<file path="src/rtl/mf3_pkg.sv">
// shared types and constants of the 3x3 median filter
// no dependencies; used by every module of the block
`timescale 1ns / 1ps

package mf3_pkg;

    localparam int DEF_MAX_WIDTH  = 1024;
    localparam int DEF_MAX_HEIGHT = 1024;
    localparam int OUT_DEPTH      = 16;

    localparam int PIX_W   = 8;
    localparam int COORD_W = 10;
    localparam int SIZE_W  = 11;

    localparam logic [SIZE_W-1:0] SIZE_RESET = 11'd512;

    typedef logic [0:0] cfg_index_t;
    localparam cfg_index_t REG_IMAGE_WIDTH  = 1'b0;
    localparam cfg_index_t REG_IMAGE_HEIGHT = 1'b1;

    typedef logic [PIX_W-1:0]   pix_t;
    typedef logic [COORD_W-1:0] coord_t;
    typedef logic [8:0][PIX_W-1:0] window_t;

    // per-item control that rides along the pipeline
    typedef struct packed {
        logic   has_a;
        logic   interior;
        logic   has_b;
        logic   has_c;
        logic   frame_end;
        pix_t   pixel;
        coord_t row_a;
        coord_t col_a;
        coord_t row_c;
        coord_t col_c;
    } pipe_info_t;

    typedef struct packed {
        logic   frame_end;
        coord_t column;
        coord_t row;
        pix_t   value;
    } result_t;

endpackage

</file>
<file path="src/rtl/mf3_median.sv">
// two-stage median of nine: sort each row, then combine row ranks
// depends on mf3_pkg
`timescale 1ns / 1ps

module mf3_median (
    input  logic                aclk,
    input  logic                aresetn,
    input  logic                in_valid,
    input  mf3_pkg::window_t    in_window,
    input  mf3_pkg::pipe_info_t in_info,
    output logic                out_valid,
    output mf3_pkg::pix_t       out_value_a,
    output mf3_pkg::pix_t       out_border,
    output mf3_pkg::pipe_info_t out_info
);

    function automatic mf3_pkg::pix_t min2(input mf3_pkg::pix_t a, input mf3_pkg::pix_t b);
        return (a < b) ? a : b;
    endfunction

    function automatic mf3_pkg::pix_t max2(input mf3_pkg::pix_t a, input mf3_pkg::pix_t b);
        return (a < b) ? b : a;
    endfunction

    function automatic mf3_pkg::pix_t med3(input mf3_pkg::pix_t a, input mf3_pkg::pix_t b,
                                           input mf3_pkg::pix_t c);
        return max2(min2(a, b), min2(max2(a, b), c));
    endfunction

    logic                sa_valid_reg;
    mf3_pkg::window_t    sorted_reg, sorted_next;
    mf3_pkg::pix_t       sa_w4_reg, sa_w5_reg;
    mf3_pkg::pipe_info_t sa_info_reg;

    logic                sb_valid_reg;
    mf3_pkg::pix_t       lo_max_reg, md_med_reg, hi_min_reg;
    mf3_pkg::pix_t       sb_w4_reg, sb_w5_reg;
    mf3_pkg::pipe_info_t sb_info_reg;

    // per row: lowest, middle, highest
    always_comb begin
        for (int k = 0; k < 3; k++) begin
            sorted_next[3*k]   = min2(min2(in_window[3*k], in_window[3*k+1]),
                                      in_window[3*k+2]);
            sorted_next[3*k+1] = med3(in_window[3*k], in_window[3*k+1], in_window[3*k+2]);
            sorted_next[3*k+2] = max2(max2(in_window[3*k], in_window[3*k+1]),
                                      in_window[3*k+2]);
        end
    end

    always_ff @(posedge aclk) begin
        if (!aresetn) begin
            sa_valid_reg <= 1'b0;
            sb_valid_reg <= 1'b0;
        end else begin
            sa_valid_reg <= in_valid;
            sb_valid_reg <= sa_valid_reg;
        end
    end

    always_ff @(posedge aclk) begin
        if (in_valid) begin
            sorted_reg  <= sorted_next;
            sa_w4_reg   <= in_window[4];
            sa_w5_reg   <= in_window[5];
            sa_info_reg <= in_info;
        end
        if (sa_valid_reg) begin
            lo_max_reg  <= max2(max2(sorted_reg[0], sorted_reg[3]), sorted_reg[6]);
            md_med_reg  <= med3(sorted_reg[1], sorted_reg[4], sorted_reg[7]);
            hi_min_reg  <= min2(min2(sorted_reg[2], sorted_reg[5]), sorted_reg[8]);
            sb_w4_reg   <= sa_w4_reg;
            sb_w5_reg   <= sa_w5_reg;
            sb_info_reg <= sa_info_reg;
        end
    end

    assign out_valid   = sb_valid_reg;
    assign out_value_a = sb_info_reg.interior ? med3(lo_max_reg, md_med_reg, hi_min_reg)
                                              : sb_w4_reg;
    assign out_border  = sb_w5_reg;
    assign out_info    = sb_info_reg;

endmodule

</file>
<file path="config.mk">
export PLATFORM = sky130hd
export DESIGN_NAME = mf3_median
export DESIGN_NICKNAME = d
export VERILOG_FILES = /design/src/rtl/mf3_pkg.sv /design/src/rtl/mf3_median.sv
export SDC_FILE = /design/constraint.sdc
export NUM_CORES = 1
export LEC_CHECK = 0
export ABC_AREA = 0
export BUFFER_PORTS_ARGS = -buffer_cell sky130_fd_sc_hd__buf_2
export CORE_ASPECT_RATIO = 1.2
export CORE_MARGIN = 5
export CORE_UTILIZATION = 63
export CTS_BUF_LIST = sky130_fd_sc_hd__clkbuf_8 sky130_fd_sc_hd__clkbuf_16
export DETAILED_ROUTE_END_ITERATION = 16
export PLACE_DENSITY = 0.87
export SYNTH_ARGS = -nofsm -noshare
export SYNTH_HDL_FRONTEND = slang
export SYNTH_SLANG_ARGS = --single-unit
</file>
<file path="constraint.sdc">
create_clock -name aclk -period 16.5 [get_ports aclk]
set_input_delay 3.3 -clock aclk [delete_from_list [all_inputs] [get_ports aclk]]
set_output_delay 3.3 -clock aclk [all_outputs]
set_load 0.005 [all_outputs]
</file>
==> results.cfg, run 1 <==
[outcome]
status = completed

[cts]
clk_pin_slew_ns = 0.06
root_buffer = clkbuf_16
postCtsSetupBuffers = 0
clock_path_buffers = 3
cts_inserted_buffers = 23
cts.sinks = 236
h-tree-depth = 1
cts_tree = done
post_cts_resized = 0
ctsHoldBuffers = 0
worstSkewPairLatency_ns = 0.53

[sta]
rsz0062_at_grt = false
hold_viol = 0
finalSetupViolCount = 0
finalSetupTns_ns = 0
worst_pin_slew_ns = 1.22
fin_crit_sh = 0.599
period_needed_ns = 9.88
max_freq_mhz = 101
slew_headroom = 0.187
clock_skew_ns = 0.0215
maxSlewViolCount = 0
hold_ws_ns = 0.416

[setup_path]
startpoint = lo_max_reg[2]
timing.reg2reg.setup_slack_ns = 10.44
crit_fanout = 17
cp-endpoint = out_value_a[2]
arrival_ns = 6.58
r2r_end = md_med_reg[0]
timing.rr.start = sorted_reg[34]
crit_path_end_kind = primary output
critPathRequiredTime_ns = 13.20
path_class = reg -> out
start_kind = register
r2r_cells = 20

[global_routing]
grt_pass1_vias = 9760
met1_usage = 0.314
gr-total-overflow = 0
use_met2 = 0.451
grt_use_total = 0.253
grt_first_pass_wirelength_um = 49200
grt_busiest_layer = met2
antenna_found_initial = 0
grt_max_degree = 95
met3_usage = 0.0306

[floorplan]
die_h_um = 172
io_pins = 198
start_util = 0.636
die_area_um2 = 24800
die_x_um = 145
core_um2 = 21600
row_count = 59

[power_and_ir_drop]
peakVddDrop_mv = 0.129
p_sw_mw = 0.972
pwr-share-comb = 0.462
sw_frac_of_total = 0.380
power_density_nw_per_um2 = 162
clkPwrFrac = 0.205
finalPower_mw = 2.56
p_int_mw = 1.59
seqPwrFrac = 0.332
leakage_nw = 7.08

[final_layout]
final_nets = 1690
syn_to_final_growth_pct = 14.8
largest_reg_flops = 72
final_cell_mix = 234 x edfxtp_1, 196 x buf_2, 154 x ha_1
diodes = 0
final_area_um2 = 15800
layout_commonest_cell = edfxtp_1
drive_gt1_frac = 0.221

[synthesis]
ys_seq_area_frac = 0.515
yosys.area.top_type_share = 0.512
avgSynthCellArea_um2 = 11.3
synth-edff-count = 234
synth_seq_cells = 236
synth.area.top_cells = edfxtp_1 51%, ha_1 14%, mux2_2 4.8%
netlist_instances = 1209
ys_async_sr_fraction = 0
synthFlopType = edfxtp_1
syn_area_um2 = 13700
synth_top_cell_by_area = edfxtp_1
ys_types = 56
synth_nets = 1491
ys_warn_count = 0

[route]
antenna_left = 0
wire_per_inst_um = 19.0
firstDrtPassIters = 5
drc = 0
wirelength_um = 32300
num_vias = 9996
vias_per_cell = 5.89
drt_iter0_drc = 736

[placement]
gp_routability_congestion = 0.954
port_buffers = 197
dp_hpwl_um = 24400
placed_area_um2 = 15000

[job]
drv_cap = 0

[worst_hold_path]
hold_class = reg -> reg
==> power by group through the flow <==
stage	Combinational, mW	Sequential (mW)	Clock (mW)
2_1_floorplan	0.838	0.834	0
3_3_place_gp	1.09	0.853	0
3_5_place_dp	1.14	0.859	0
4_1_cts	1.17	0.847	0.533
5_1_grt	1.31	0.856	0.562
6_report	1.18	0.849	0.526
==> worst max-delay path, cell delays in order, from the launching register on <==
cell and delay (ns):
edfxtp_1 0.43, ha_1 0.33, a21oi_1 0.08, a21boi_0 0.21
o211ai_1 0.11, a21oi_1 0.45, buf_4 0.32, o21ai_0 0.15
ha_1 0.32, a211oi_1 0.11, nor2b_1 0.15, o31a_1 0.27
a41oi_2 0.49, mux2i_1 0.35, ha_1 0.31, a21o_1 0.20
a21oi_1 0.20, nor2_1 0.06, nor2_1 0.09, nand2_1 0.08
a211oi_1 0.25, a21oi_1 0.25, nand2b_1 0.33, o221ai_1 0.33
buf_2 0.18
==> cell usage after synthesis, types with 7 or more instances <==
| library cell | n |
|---|---|
| o21a_1 | 10 |
| a21oi_1 | 64 |
| mux2i_1 | 48 |
| a21o_1 | 22 |
| nand4_1 | 13 |
| o211ai_1 | 7 |
| mux2_2 | 59 |
| nand2_1 | 120 |
| edfxtp_1 | 234 |
| nand3_1 | 23 |
| inv_1 | 130 |
| o21ai_0 | 112 |
| nand2b_1 | 11 |
| nor2_1 | 68 |
| clkbuf_1 | 22 |
| ha_1 | 154 |
| o221ai_1 | 10 |
| nor2b_1 | 13 |
| a211oi_1 | 11 |
==> cell families after synthesis <==
family	after synthesis	synth area share
multiplexers	108	0.0846
AND/OR/NAND/NOR	270	0.0879
flip-flops	236	0.515
AO/OA/AOI/OAI	283	0.128
buffers and inverters	158	0.0437
adder cells (fa/ha/maj)	154	0.140
==> cell type report <==
class,instances,area [um2]
clock buffer,26,617
clock inverter,15,150
fill,1449,5810
inverter,130,488
multi-input combinational,815,6060
sequential,236,7070
tap,274,343
timing repair buffer,202,1030
==> per-stage QoR <==
stage / utilization / std cells / setup WS, ns
final: 0.731 / 1698 / 6.62
after global routing: 0.731 / 1698 / 6.19
after CTS: 0.731 / 1698 / 6.70
after detailed placement: 0.695 / 1657 / 6.76
after global placement: 0.695 / 1657 / 6.87
after floorplan: - / 1209 / 7.80
==> worst min-delay path by stage <==
stage	start	end	slack, ns	cells after the start
after floorplan	sa_w5_reg[0]	out_border[0]	0.40	0
after global placement	sa_info_reg[42]	out_info[42]	0.40	0
after detailed placement	sa_w5_reg[1]	out_border[1]	0.40	0
after CTS	sa_info_reg[45]	out_info[45]	0.42	0
after global routing	sa_info_reg[25]	out_info[25]	0.42	0
final	sa_info_reg[37]	out_info[37]	0.42	0
==> per-layer routing <==
layer / up-vias / wire length, um
met3: 75 / 2330
met4: 0 / 1150
met1: 4685 / 12700
met2: 378 / 16200
met5: - / 0
li1: 4858 / -
(Power assumes the default switching activity.)
==> inputs of run 2 (changes only) <==
--- a/config.mk
+++ b/config.mk
@@ -9,10 +9,10 @@
 export BUFFER_PORTS_ARGS = -buffer_cell sky130_fd_sc_hd__buf_2
 export CORE_ASPECT_RATIO = 1.2
 export CORE_MARGIN = 5
-export CORE_UTILIZATION = 63
+export CORE_UTILIZATION = 53
 export CTS_BUF_LIST = sky130_fd_sc_hd__clkbuf_8 sky130_fd_sc_hd__clkbuf_16
 export DETAILED_ROUTE_END_ITERATION = 16
-export PLACE_DENSITY = 0.87
+export PLACE_DENSITY = 0.78
 export SYNTH_ARGS = -nofsm -noshare
 export SYNTH_HDL_FRONTEND = slang
 export SYNTH_SLANG_ARGS = --single-unit
==> constraint.sdc (replaced) <==
create_clock -name aclk -period 8.28 [get_ports aclk]
set_input_delay 1.656 -clock aclk [delete_from_list [all_inputs] [get_ports aclk]]
set_output_delay 1.656 -clock aclk [all_outputs]
set_load 0.005 [all_outputs]
==> run 2 against run 1 <==
  * Clock power is 110% higher
  * Combinational power up 100%
  * Critical path depth is 1 lower
  * Clock skew is 0.016 ns lower
  * Design area is 1.2% higher
  * Largest power group unchanged
  * Sequential power grew 99%
  * Total power increased by 100%
  * Global-route usage fell by 4.7 points
  * Register-to-register slack got worse by 8.3 ns
==> results.cfg, run 2 (synthesized netlist as in run 1, its figures left out) <==
[outcome]
status = completed

[cts]
clock_path_buffers = 3
postCtsSetupBuffers = 0
clk_pin_slew_ns = 0.06
h-tree-depth = 1
cts.sinks = 236
worstSkewPairLatency_ns = 0.52
cts_tree = done
root_buffer = clkbuf_16
cts_inserted_buffers = 24

[setup_path]
start_kind = register
crit_path_end_kind = primary output
path_class = reg -> out
critPathRequiredTime_ns = 6.62
arrival_ns = 6.10
r2r_cells = 19
crit_fanout = 12

[worst_hold_path]
min_path_cells = 0
hold_class = reg -> reg

[route]
num_vias = 9927
drt_iter0_drc = 654
vias_per_cell = 5.63
drc = 0
antenna_left = 0
wire_per_inst_um = 17.7
firstDrtPassIters = 5
wirelength_um = 31200

[sta]
hold_viol = 0
maxSlewViolCount = 0
finalSetupViolCount = 0
slew_headroom = 0.201
max_freq_mhz = 129
clock_skew_ns = 0.00562
period_needed_ns = 7.76
finalSetupTns_ns = 0
fin_crit_sh = 0.937
worst_pin_slew_ns = 1.20
rsz0062_at_grt = false

[global_routing]
met3_usage = 0.0282
met1_usage = 0.264
grt_use_total = 0.206
antenna_found_initial = 0
grt_max_degree = 95
use_met2 = 0.365
grt_first_pass_wirelength_um = 48000
grt_pass1_vias = 9535
grt_busiest_layer = met2
gr-total-overflow = 0

[final_layout]
final_area_um2 = 15900
syn_to_final_growth_pct = 16.3
layout_commonest_cell = edfxtp_1
largest_reg_flops = 72
drive_gt1_frac = 0.227
diodes = 0
multi_input_area_um2 = 6080
final_cell_mix = 234 x edfxtp_1, 196 x buf_2, 154 x ha_1
seqCellArea_um2 = 7070
fill_cells = 1977
final_nets = 1697

[floorplan]
start_util = 0.537
die_x_um = 157
row_count = 64
die_h_um = 186
core_um2 = 25500
die_area_um2 = 29200
io_pins = 198

[placement]
dp_hpwl_um = 24400
port_buffers = 197
gp_routability_congestion = 0.914
placed_area_um2 = 15100

[power_and_ir_drop]
leakage_nw = 7.13
peakVddDrop_mv = 0.171
power_density_nw_per_um2 = 324

[job]
drv_cap = 0
-- run 2: changes by cell type in the layout (fill, tap and decap cells not counted), moves of 2 or more --
cell | before | now
buf_4 | 6 | 12
clkbuf_8 | 3 | 0
clkbuf_16 | 23 | 25
clkinvlp_4 | 3 | 5
inv_6 | 1 | 3
-- run 2: final cells by class --
| type | count | share of cell area |
|---|---|---|
| clock inverters | 19 | 0.0123 |
| inverters | 130 | 0.0306 |
| well taps | 330 | 0.0259 |
| repair buffers | 208 | 0.0672 |
| flip-flops and latches | 236 | 0.443 |
| multi-input cells | 815 | 0.381 |
| clock buffers | 25 | 0.0392 |
-- run 2: what timing repair did --
| action | in CTS | in global routing |
|---|---|---|
| setup endpoints to repair | 0 | 7 |
| hold buffers | 0 | 0 |
| gates resized for setup | 0 | 4 |
-- run 2: worst paths after layout --
path                    from  slack, ns             end
max            md_med_reg[5]       0.52  out_value_a[1]
min          sa_info_reg[10]       0.41    out_info[10]
max reg2reg   sorted_reg[34]       2.13   md_med_reg[0]
min reg2reg  sa_info_reg[10]       0.41    out_info[10]
-- run 2: where the power goes --
group / total, mW / internal (mW) / switching [mW]
registers: 1.69 / 1.58 / 0.112
clock network: 1.10 / 0.649 / 0.454
logic: 2.37 / 0.999 / 1.37
-- run 2: routing by layer --
metal  part of all wire  vias to the layer above
li1                   -                     4870
met1               0.41                     4674
met2               0.49                      322
met3              0.068                       61
met4              0.028                        0
met5                  0                        -
-- run 2: metrics by stage --
| stage | cells | power (mW) | utilization | setup WS (ns) | hold WS (ns) |
|---|---|---|---|---|---|
| global route | 1763 | 5.54 | 0.624 | 0.0432 | 0.421 |
| CTS | 1763 | 5.15 | 0.623 | 0.451 | 0.415 |
| detailed placement | 1719 | 4.02 | 0.591 | 0.625 | 0.405 |
| global placement | 1719 | 3.92 | 0.591 | 0.757 | 0.400 |
| finish | 1763 | 5.16 | 0.624 | 0.523 | 0.414 |
| floorplan | 1209 | 3.33 | - | 1.23 | 0.400 |
-- run 2: critical path, stage by stage, from the launching register on --
cell and delay [ns]:
edfxtp_1 0.44, inv_1 0.10, ha_1 0.24, a2111oi_0 0.45
a21oi_1 0.16, buf_4 0.20, o21ai_0 0.34, ha_1 0.28
a211oi_2 0.12, nor2b_1 0.15, o31a_1 0.29, a41oi_4 0.39
mux2i_2 0.35, ha_1 0.30, a21o_1 0.18, a21oi_1 0.15
nor2_1 0.05, nor2_1 0.08, nand2_1 0.08, a211oi_1 0.24
a21oi_1 0.25, nand2b_1 0.32, o221ai_1 0.24, buf_2 0.18
